[src/hdl/led_bank_shift_driver_top_assert.svh]
// Assertion macros for the LED bank shift driver
`ifndef LED_BANK_SHIFT_DRIVER_TOP_ASSERT_SVH
`define LED_BANK_SHIFT_DRIVER_TOP_ASSERT_SVH

// antecedent implies consequent in the same cycle
`define LBSD_ASSERT_NOW(name, clk_s, rst_s, ante, cons) \
  name: assert property (@(posedge clk_s) disable iff (!rst_s) (ante) |-> (cons)) \
    else $error("lbsd assertion failed");

// antecedent implies consequent in the next cycle
`define LBSD_ASSERT_NEXT(name, clk_s, rst_s, ante, cons) \
  name: assert property (@(posedge clk_s) disable iff (!rst_s) (ante) |=> (cons)) \
    else $error("lbsd assertion failed");

`endif

[src/hdl/lbsd_pkg.sv]
// ----------------------------------------------------------------------------
// lbsd_pkg
// Shared types, constants and command decode for the LED bank shift driver.
// ----------------------------------------------------------------------------
package lbsd_pkg;

  localparam int NUM_GROUPS_DEF = 16;
  localparam int TIMER_BITS_DEF = 16;

  localparam int BYTE_W   = 8;
  localparam int GRP_W    = 4;
  localparam int CMD_W    = 8;
  localparam int TIMER_W  = 16;
  localparam int PERIOD_W = 16;
  localparam int APB_AW   = 2;
  localparam int APB_DW   = 32;

  localparam logic [PERIOD_W-1:0] PERIOD_RESET     = 16'd20;
  localparam logic [APB_AW-1:0]   REG_BLINK_PERIOD = 2'd0;

  localparam logic [CMD_W-1:0] CMD_NONE      = 8'd0;
  localparam logic [CMD_W-1:0] CMD_LIGHT_LO  = 8'd1;
  localparam logic [CMD_W-1:0] CMD_LIGHT_HI  = 8'd128;
  localparam logic [CMD_W-1:0] CMD_CLEAR_LO  = 8'd129;
  localparam logic [CMD_W-1:0] CMD_CLEAR_HI  = 8'd240;
  localparam logic [CMD_W-1:0] CMD_SETM_LO   = 8'd241;
  localparam logic [CMD_W-1:0] CMD_SETM_HI   = 8'd248;
  localparam logic [CMD_W-1:0] CMD_CLEAR_ALL = 8'd255;

  localparam logic [BYTE_W-1:0] LED_MSB = 8'h80;

  typedef enum logic [2:0] {
    CK_NONE,
    CK_LIGHT,
    CK_CLEAR,
    CK_SET_MASKED,
    CK_REFRESH,
    CK_CLEAR_ALL
  } cmd_kind_t;

  typedef enum logic [2:0] {
    ST_IDLE,
    ST_CMD,
    ST_TEST,
    ST_SEND_CMD,
    ST_TOGGLE,
    ST_SEND_BLINK
  } state_t;

  typedef struct packed {
    logic take_check;
    logic take_mask;
    logic apply;
    logic test;
    logic toggle;
    logic emit;
    logic emit_last;
  } dp_cmd_t;

  typedef struct packed {
    logic cmd_none;
    logic hit_now;
    logic hit;
    logic cnt_zero;
    logic out_free;
  } dp_sts_t;

  function automatic cmd_kind_t cmd_decode(input logic [CMD_W-1:0] c);
    cmd_kind_t k;
    if (c == CMD_NONE) begin
      k = CK_NONE;
    end else if (c inside {[CMD_LIGHT_LO:CMD_LIGHT_HI]}) begin
      k = CK_LIGHT;
    end else if (c inside {[CMD_CLEAR_LO:CMD_CLEAR_HI]}) begin
      k = CK_CLEAR;
    end else if (c inside {[CMD_SETM_LO:CMD_SETM_HI]}) begin
      k = CK_SET_MASKED;
    end else if (c == CMD_CLEAR_ALL) begin
      k = CK_CLEAR_ALL;
    end else begin
      k = CK_REFRESH;
    end
    return k;
  endfunction

endpackage

[src/hdl/led_bank_shift_driver_top.sv]
// ----------------------------------------------------------------------------
// led_bank_shift_driver_top: LED image and blink mask with serial chain output
// A check applies its command, tests the blink timer, sends the image unless the command
// is none, and on a hit toggles and resends it; words go one per cycle unless the chain stalls.
// Reset clears image, mask, blink timing and control; period resets to 20.
// ----------------------------------------------------------------------------
`include "led_bank_shift_driver_top_assert.svh"

module led_bank_shift_driver_top import lbsd_pkg::*; #(
  parameter int NUM_GROUPS = NUM_GROUPS_DEF,
  parameter int TIMER_BITS = TIMER_BITS_DEF
) (
  input  logic                clk,
  input  logic                rst_n,
  input  logic                psel,
  input  logic                penable,
  input  logic                pwrite,
  input  logic [APB_AW-1:0]   paddr,
  input  logic [APB_DW-1:0]   pwdata,
  output logic [APB_DW-1:0]   prdata,
  output logic                pready,
  input  logic                in_valid,
  output logic                in_stall,
  input  logic                in_func,
  input  logic [CMD_W-1:0]    in_led_id,
  input  logic [TIMER_W-1:0]  in_timer_value,
  input  logic [GRP_W-1:0]    in_mask_group,
  input  logic [BYTE_W-1:0]   in_mask_byte,
  output logic                out_valid,
  input  logic                out_stall,
  output logic [BYTE_W-1:0]   out_shift_byte,
  output logic [GRP_W-1:0]    out_group_index,
  output logic                out_latch,
  output logic                out_last
);

  logic [PERIOD_W-1:0] blink_period;
  dp_cmd_t             dp_cmd;
  dp_sts_t             dp_sts;

  lbsd_regs u_regs (
    .clk          (clk),
    .rst_n        (rst_n),
    .psel         (psel),
    .penable      (penable),
    .pwrite       (pwrite),
    .paddr        (paddr),
    .pwdata       (pwdata),
    .prdata       (prdata),
    .pready       (pready),
    .blink_period (blink_period)
  );

  lbsd_ctrl u_ctrl (
    .clk      (clk),
    .rst_n    (rst_n),
    .in_valid (in_valid),
    .in_func  (in_func),
    .in_stall (in_stall),
    .sts      (dp_sts),
    .cmd      (dp_cmd)
  );

  lbsd_dp #(
    .NUM_GROUPS (NUM_GROUPS),
    .TIMER_BITS (TIMER_BITS)
  ) u_dp (
    .clk             (clk),
    .rst_n           (rst_n),
    .in_led_id       (in_led_id),
    .in_timer_value  (in_timer_value),
    .in_mask_group   (in_mask_group),
    .in_mask_byte    (in_mask_byte),
    .blink_period    (blink_period),
    .cmd             (dp_cmd),
    .sts             (dp_sts),
    .out_valid       (out_valid),
    .out_stall       (out_stall),
    .out_shift_byte  (out_shift_byte),
    .out_group_index (out_group_index),
    .out_latch       (out_latch),
    .out_last        (out_last)
  );

  `LBSD_ASSERT_NEXT(a_check_busy, clk, rst_n, in_valid && !in_stall && !in_func, in_stall)
  `LBSD_ASSERT_NEXT(a_out_hold, clk, rst_n, out_valid && out_stall, out_valid && $stable(out_shift_byte))
  `LBSD_ASSERT_NOW(a_last_latch, clk, rst_n, out_valid && out_last, out_latch)

endmodule

[src/hdl/lbsd_regs.sv]
// ----------------------------------------------------------------------------
// lbsd_regs
// APB register block holding the blink period.
// ----------------------------------------------------------------------------
module lbsd_regs import lbsd_pkg::*; (
  input  logic                clk,
  input  logic                rst_n,
  input  logic                psel,
  input  logic                penable,
  input  logic                pwrite,
  input  logic [APB_AW-1:0]   paddr,
  input  logic [APB_DW-1:0]   pwdata,
  output logic [APB_DW-1:0]   prdata,
  output logic                pready,
  output logic [PERIOD_W-1:0] blink_period
);

  logic [PERIOD_W-1:0] period_r;
  logic [PERIOD_W-1:0] period_nxt;
  logic                wr_en;

  assign pready = 1'b1;
  assign wr_en  = psel && penable && pwrite && (paddr == REG_BLINK_PERIOD);

  always_comb begin
    period_nxt = period_r;
    if (wr_en) begin
      period_nxt = pwdata[PERIOD_W-1:0];
    end
  end

  always_ff @(posedge clk) begin
    if (!rst_n) begin
      period_r <= PERIOD_RESET;
    end else begin
      period_r <= period_nxt;
    end
  end

  assign prdata       = (paddr == REG_BLINK_PERIOD) ? APB_DW'(period_r) : '0;
  assign blink_period = period_r;

endmodule

[src/hdl/lbsd_ctrl.sv]
// ----------------------------------------------------------------------------
// lbsd_ctrl
// Sequencer: command, blink test, image sends and blink toggle.
// ----------------------------------------------------------------------------
module lbsd_ctrl import lbsd_pkg::*; (
  input  logic    clk,
  input  logic    rst_n,
  input  logic    in_valid,
  input  logic    in_func,
  output logic    in_stall,
  input  dp_sts_t sts,
  output dp_cmd_t cmd
);

  state_t state_r;
  state_t state_nxt;

  always_comb begin
    state_nxt = state_r;
    case (state_r)
      ST_IDLE: begin
        if (in_valid && !in_func) begin
          state_nxt = ST_CMD;
        end
      end
      ST_CMD: begin
        state_nxt = ST_TEST;
      end
      ST_TEST: begin
        if (!sts.cmd_none) begin
          state_nxt = ST_SEND_CMD;
        end else if (sts.hit_now) begin
          state_nxt = ST_TOGGLE;
        end else begin
          state_nxt = ST_IDLE;
        end
      end
      ST_SEND_CMD: begin
        if (sts.out_free && sts.cnt_zero) begin
          state_nxt = sts.hit ? ST_TOGGLE : ST_IDLE;
        end
      end
      ST_TOGGLE: begin
        state_nxt = ST_SEND_BLINK;
      end
      ST_SEND_BLINK: begin
        if (sts.out_free && sts.cnt_zero) begin
          state_nxt = ST_IDLE;
        end
      end
      default: begin
        state_nxt = ST_IDLE;
      end
    endcase
  end

  always_comb begin
    cmd            = '0;
    in_stall       = 1'b1;
    case (state_r)
      ST_IDLE: begin
        in_stall       = 1'b0;
        cmd.take_check = in_valid && !in_func;
        cmd.take_mask  = in_valid && in_func;
      end
      ST_CMD: begin
        cmd.apply = 1'b1;
      end
      ST_TEST: begin
        cmd.test = 1'b1;
      end
      ST_SEND_CMD: begin
        cmd.emit      = sts.out_free;
        cmd.emit_last = !sts.hit;
      end
      ST_TOGGLE: begin
        cmd.toggle = 1'b1;
      end
      ST_SEND_BLINK: begin
        cmd.emit      = sts.out_free;
        cmd.emit_last = 1'b1;
      end
      default: begin
        cmd = '0;
      end
    endcase
  end

  always_ff @(posedge clk) begin
    if (!rst_n) begin
      state_r <= ST_IDLE;
    end else begin
      state_r <= state_nxt;
    end
  end

endmodule

[src/hdl/lbsd_dp.sv]
// ----------------------------------------------------------------------------
// lbsd_dp
// Image and mask registers, blink timing and the output word register.
// ----------------------------------------------------------------------------
module lbsd_dp import lbsd_pkg::*; #(
  parameter int NUM_GROUPS = NUM_GROUPS_DEF,
  parameter int TIMER_BITS = TIMER_BITS_DEF
) (
  input  logic                clk,
  input  logic                rst_n,
  input  logic [CMD_W-1:0]    in_led_id,
  input  logic [TIMER_W-1:0]  in_timer_value,
  input  logic [GRP_W-1:0]    in_mask_group,
  input  logic [BYTE_W-1:0]   in_mask_byte,
  input  logic [PERIOD_W-1:0] blink_period,
  input  dp_cmd_t             cmd,
  output dp_sts_t             sts,
  output logic                out_valid,
  input  logic                out_stall,
  output logic [BYTE_W-1:0]   out_shift_byte,
  output logic [GRP_W-1:0]    out_group_index,
  output logic                out_latch,
  output logic                out_last
);

  localparam int CW   = (NUM_GROUPS > 1) ? $clog2(NUM_GROUPS) : 1;
  localparam int TEXT = (TIMER_BITS > TIMER_W) ? TIMER_BITS : TIMER_W;
  localparam logic [CW-1:0] CNT_TOP = CW'(NUM_GROUPS - 1);

  logic [BYTE_W-1:0]     img_r   [NUM_GROUPS];
  logic [BYTE_W-1:0]     img_nxt [NUM_GROUPS];
  logic [BYTE_W-1:0]     mask_r  [NUM_GROUPS];
  logic [BYTE_W-1:0]     mask_nxt[NUM_GROUPS];
  logic [CMD_W-1:0]      led_r;
  logic [TIMER_BITS-1:0] timer_r;
  logic [TIMER_BITS-1:0] due_r;
  logic [TIMER_BITS-1:0] due_nxt;
  logic                  phase_r;
  logic                  phase_nxt;
  logic                  hit_r;
  logic [CW-1:0]         cnt_r;
  logic [CW-1:0]         cnt_nxt;
  logic                  out_valid_r;
  logic [BYTE_W-1:0]     out_byte_r;
  logic [GRP_W-1:0]      out_grp_r;
  logic                  out_latch_r;
  logic                  out_last_r;

  logic [TEXT-1:0]       timer_ext;
  logic [TEXT-1:0]       period_ext;
  logic [TIMER_BITS-1:0] period_t;
  cmd_kind_t             kind;
  logic [CMD_W-1:0]      led_m1;
  logic [GRP_W-1:0]      light_grp;
  logic [BYTE_W-1:0]     light_bit;
  logic                  mask_any;
  logic                  hit_now;
  logic                  cnt_zero;
  logic                  out_free;

  assign timer_ext  = TEXT'(in_timer_value);
  assign period_ext = TEXT'(blink_period);
  assign period_t   = period_ext[TIMER_BITS-1:0];

  assign kind      = cmd_decode(led_r);
  assign led_m1    = led_r - CMD_LIGHT_LO;
  assign light_grp = led_m1[6:3];
  assign light_bit = LED_MSB >> led_m1[2:0];

  always_comb begin
    mask_any = 1'b0;
    for (int g = 0; g < NUM_GROUPS; g++) begin
      mask_any = mask_any | (|mask_r[g]);
    end
  end

  assign hit_now  = mask_any && (due_r == timer_r);
  assign cnt_zero = (cnt_r == '0);
  assign out_free = !out_valid_r || !out_stall;

  always_comb begin
    img_nxt   = img_r;
    mask_nxt  = mask_r;
    due_nxt   = due_r;
    phase_nxt = phase_r;
    cnt_nxt   = cnt_r;
    if (cmd.take_mask) begin
      if (32'(in_mask_group) < NUM_GROUPS) begin
        mask_nxt[CW'(in_mask_group)] = in_mask_byte;
      end
    end else if (cmd.apply) begin
      case (kind)
        CK_LIGHT: begin
          if (32'(light_grp) < NUM_GROUPS) begin
            img_nxt[CW'(light_grp)] = img_r[CW'(light_grp)] | light_bit;
          end
        end
        CK_CLEAR: begin
          img_nxt = '{default: '0};
        end
        CK_SET_MASKED: begin
          for (int g = 0; g < NUM_GROUPS; g++) begin
            img_nxt[g] = img_r[g] | mask_r[g];
          end
        end
        CK_CLEAR_ALL: begin
          img_nxt  = '{default: '0};
          mask_nxt = '{default: '0};
        end
        default: begin
          img_nxt = img_r;
        end
      endcase
    end else if (cmd.toggle) begin
      due_nxt   = timer_r + period_t;
      phase_nxt = !phase_r;
      for (int g = 0; g < NUM_GROUPS; g++) begin
        img_nxt[g] = phase_r ? (img_r[g] | mask_r[g]) : (img_r[g] & ~mask_r[g]);
      end
    end else if (cmd.emit) begin
      img_nxt[0] = img_r[NUM_GROUPS-1];
      for (int g = 1; g < NUM_GROUPS; g++) begin
        img_nxt[g] = img_r[g-1];
      end
      cnt_nxt = cnt_zero ? CNT_TOP : (cnt_r - 1'b1);
    end
  end

  always_ff @(posedge clk) begin
    if (!rst_n) begin
      img_r       <= '{default: '0};
      mask_r      <= '{default: '0};
      due_r       <= '0;
      phase_r     <= 1'b0;
      hit_r       <= 1'b0;
      cnt_r       <= CNT_TOP;
      out_valid_r <= 1'b0;
    end else begin
      img_r   <= img_nxt;
      mask_r  <= mask_nxt;
      due_r   <= due_nxt;
      phase_r <= phase_nxt;
      cnt_r   <= cnt_nxt;
      if (cmd.test) begin
        hit_r <= hit_now;
      end
      if (cmd.emit) begin
        out_valid_r <= 1'b1;
      end else if (!out_stall) begin
        out_valid_r <= 1'b0;
      end
    end
  end

  always_ff @(posedge clk) begin
    if (cmd.take_check) begin
      led_r   <= in_led_id;
      timer_r <= timer_ext[TIMER_BITS-1:0];
    end
    if (cmd.emit) begin
      out_byte_r  <= img_r[NUM_GROUPS-1];
      out_grp_r   <= GRP_W'(cnt_r);
      out_latch_r <= cnt_zero;
      out_last_r  <= cnt_zero && cmd.emit_last;
    end
  end

  assign sts.cmd_none = (kind == CK_NONE);
  assign sts.hit_now  = hit_now;
  assign sts.hit      = hit_r;
  assign sts.cnt_zero = cnt_zero;
  assign sts.out_free = out_free;

  assign out_valid       = out_valid_r;
  assign out_shift_byte  = out_byte_r;
  assign out_group_index = out_grp_r;
  assign out_latch       = out_latch_r;
  assign out_last        = out_last_r;

endmodule

[config.mk]
export PLATFORM = sky130hd
export DESIGN_NAME = led_bank_shift_driver_top
export DESIGN_NICKNAME = d
export VERILOG_FILES = /design/src/hdl/lbsd_pkg.sv /design/src/hdl/led_bank_shift_driver_top.sv /design/src/hdl/lbsd_regs.sv /design/src/hdl/lbsd_ctrl.sv /design/src/hdl/lbsd_dp.sv
export VERILOG_INCLUDE_DIRS = /design/src /design/src/hdl
export SDC_FILE = /design/constraint.sdc
export NUM_CORES = 1
export LEC_CHECK = 0
export BUFFER_PORTS_ARGS = -buffer_cell sky130_fd_sc_hd__clkbuf_2
export CAP_MARGIN = 15
export CELL_PAD_IN_SITES_DETAIL_PLACEMENT = 1
export CELL_PAD_IN_SITES_GLOBAL_PLACEMENT = 2
export CORE_UTILIZATION = 33
export DETAILED_ROUTE_END_ITERATION = 16
export PLACE_DENSITY_LB_ADDON = 0.1
export SLEW_MARGIN = 20
export SYNTH_ARGS = -nofsm -noshare
export SYNTH_HDL_FRONTEND = slang
export SYNTH_SLANG_ARGS = --single-unit
[constraint.sdc]
create_clock -name clk -period 2.6 [get_ports clk]
set_input_delay 0.52 -clock clk [delete_from_list [all_inputs] [get_ports clk]]
set_output_delay 0.52 -clock clk [all_outputs]
set_load 0.005 [all_outputs]
==> run metrics <==
status=complete, but fails checks; failing checks=setup timing; Mean Syn Cell Area=7.49 µm²; drt drc=0; Pleak=0.0107 µW; Hold Path End=u_dp.timer_r[14]; WL/cell=29.0 µm; H-tree depth=2; max_slew headroom=35.3%; Yosys reg bits=336; fraction of layout cells with a size suffix above 1=30.3%; synth unique cells=90; total power=17,600 µW; hold buffer count at CTS=0; antenna violations before repair=3; main combinational cell family by area after synthesis=compound AO/OA/AOI/OAI gates; Post-Syn Area=20,500 µm²; Final setup viols=128; R2R cell count=11; Rows=90; pin count of the biggest net entering global routing=116; # diodes=0; Post-Synth Simple-Gate Area=23.1%; CTS sink cnt=336; core area=60,800 µm²; Final Skew=0.0230 ns; min-delay src=in_timer_value[14]; Synth Area in Compound Gates=32.5%; Hold Crit Class=in -> reg; CTS Root Cell=clkbuf_16; Area Overhead vs Synth=41.2%; CP Data Arrival Time=3.61 ns; top_reg_cell synth=dfxtp_1; DR iter-0 viols=1,932; gr usage total=34.9%; Slew @ Worst Pin=0.971 ns; Final nets=3,231; Max Cap Viol=0; PwrDens=611 nW/µm²; Slew Limit Fails=0; clk_lat worst skew=0.59 ns; Crit Path Class=reg -> reg; most common cell after layout, fill and taps aside=a21oi_1; Place WS=-0.540 ns; first-pass GRT wire length=165 mm; clock tree buffer depth=3; vias in the first global route=24,392; upper clock frequency limit=318 MHz; Reg2Reg Setup Slack=-0.55 ns; startpoint types=register; Die X=251 µm; final WL=115 mm; top-area cell type share of the netlist area=29.2%; ys async rst share=0%; ANT nets after route=0; fin crit share=121%; final hold violations=0; I/O Buffers=93; post-synthesis adder-cell area fraction=1.08%; post-route setup slack=-0.546 ns; Num CTS Buffers=44; Synth Area in XOR/XNOR=1.07%; First-pass DRT Iterations=6; RSZ-0062 raised after global routing=true; Crit Reg-Reg Startpoint=u_dp.led_r[0]; grt ovf=0; synth warn=0; Die H=251 µm; CTS tree=built; fill cell count=7,203; mux cell area share after synthesis=1.11%; Crit. End Element=register; EDFF count, synth=38; sequential share of the synthesized area=34.7%; GP Congestion=0.913; CP max FO=9; largest area contributor in the netlist=dfxtp_1; crit path time final=3.15 ns; hold path cells=1; largest cells by area after synthesis=dfxtp_1, a21oi_1, nand2_1; io pins=127; Initial Utilization=33.6%; leading cell types in the layout, fill and taps excluded=a21oi_1, buf_4, nand2_1; Worst-path clk slew=0.06 ns; Mapped Cells=2,731; fin util=47.5%; dpl hpwl=81.6 mm; vias per cell=6.29; Crit path required time=3.06 ns; Via Count=24,843; die area=63,000 µm²; Max VDD drop=443 µV
Yosys cell counts, types with 18 or more instances:
cell type    n
a21oi_1    399
nand2_1    321
dfxtp_1    298
nor2_1     201
nand3_1    181
o21ai_0    168
clkbuf_1   163
o22ai_1     67
inv_1       63
a211oi_1    54
o21a_1      48
nor3_1      46
nor4_1      42
edfxtp_1    38
a221oi_1    35
buf_2       32
nand2b_1    30
buf_1       29
and2_1      27
or4_1       27
or3_1       25
buf_4       21
a22o_1      19
a222oi_1    18
a31oi_1     18
routing by layer:
layer	GRT usage (%)	vias up	routed length, µm
met5	0	-	13
met4	15.8	2	5790
met3	4.71	248	7010
met2	56.2	906	52400
met1	46.4	12692	49400
li1	-	10995	-
cells by family after synthesis:
group	after synthesis
compound gates	1035
xor+xnor	25
fa+ha+maj	17
buf+inv	310
flops	336
mux	22
other cells	2
simple gates	984
area by class of cell:
class	instances	area [µm²]	share of cell area [%]
clock inverter	22	278	0.962
multi-input combinational	2102	13900	48.0
tap	782	978	3.39
inverter	64	248	0.858
sequential	336	7110	24.6
clock buffer	58	1230	4.27
timing repair buffer	588	5190	18.0
timing repair:
action,4_1_cts,5_1_grt
cloned,3,4
buffers inserted,30,47
gates resized for setup,170,261
hold endpoints to repair,0,0
endpoints found under the setup margin,138,184
pin swaps,59,135
worst max path at each step:
stage                    end          start  cells past startpoint  slack, ns
global placement    register  u_dp.led_r[4]                     10      -0.54
global route        register  u_dp.led_r[0]                     11      -0.58
floorplan           register  u_dp.led_r[4]                     10      -0.13
CTS                 register  u_dp.led_r[2]                     10      -0.48
detailed placement  register  u_dp.led_r[0]                     11      -0.54
finish              register  u_dp.led_r[0]                     11      -0.55
stage by stage:
stage | setup TNS, ns | cell area (µm²) | hold WS (ns) | cells
after detailed placement | -47.94 | 24900 | 0.462 | 3798
after floorplan | -1.68 | 20900 | 0.444 | 2746
after CTS | -43.16 | 27300 | 0.0852 | 3908
final | -46.43 | 28900 | 0.107 | 3952
after global routing | -57.16 | 28900 | 0.0934 | 3952
after global placement | -43.84 | 24900 | 0.450 | 3798
worst max-delay path: stages, from the launching register on:
cell and delay [ns]:
edfxtp_1 0.49, buf_6 0.17, o311ai_4 0.30, o21ai_1 0.11, buf_4 0.17, a222oi_1 0.52
buf_4 0.21, o22ai_2 0.09, a2111o_1 0.36, buf_6 0.19, nor4b_1 0.15, o31a_1 0.24
report_power, final:
group / total [µW] / leakage [µW] / switching [µW] / internal (µW)
registers: 6120 / 0.00276 / 548 / 5570
logic: 4970 / 0.00720 / 2830 / 2140
clock network: 6560 / 0.000735 / 2620 / 3940
Note: power is estimated with default switching activity, not from simulation.
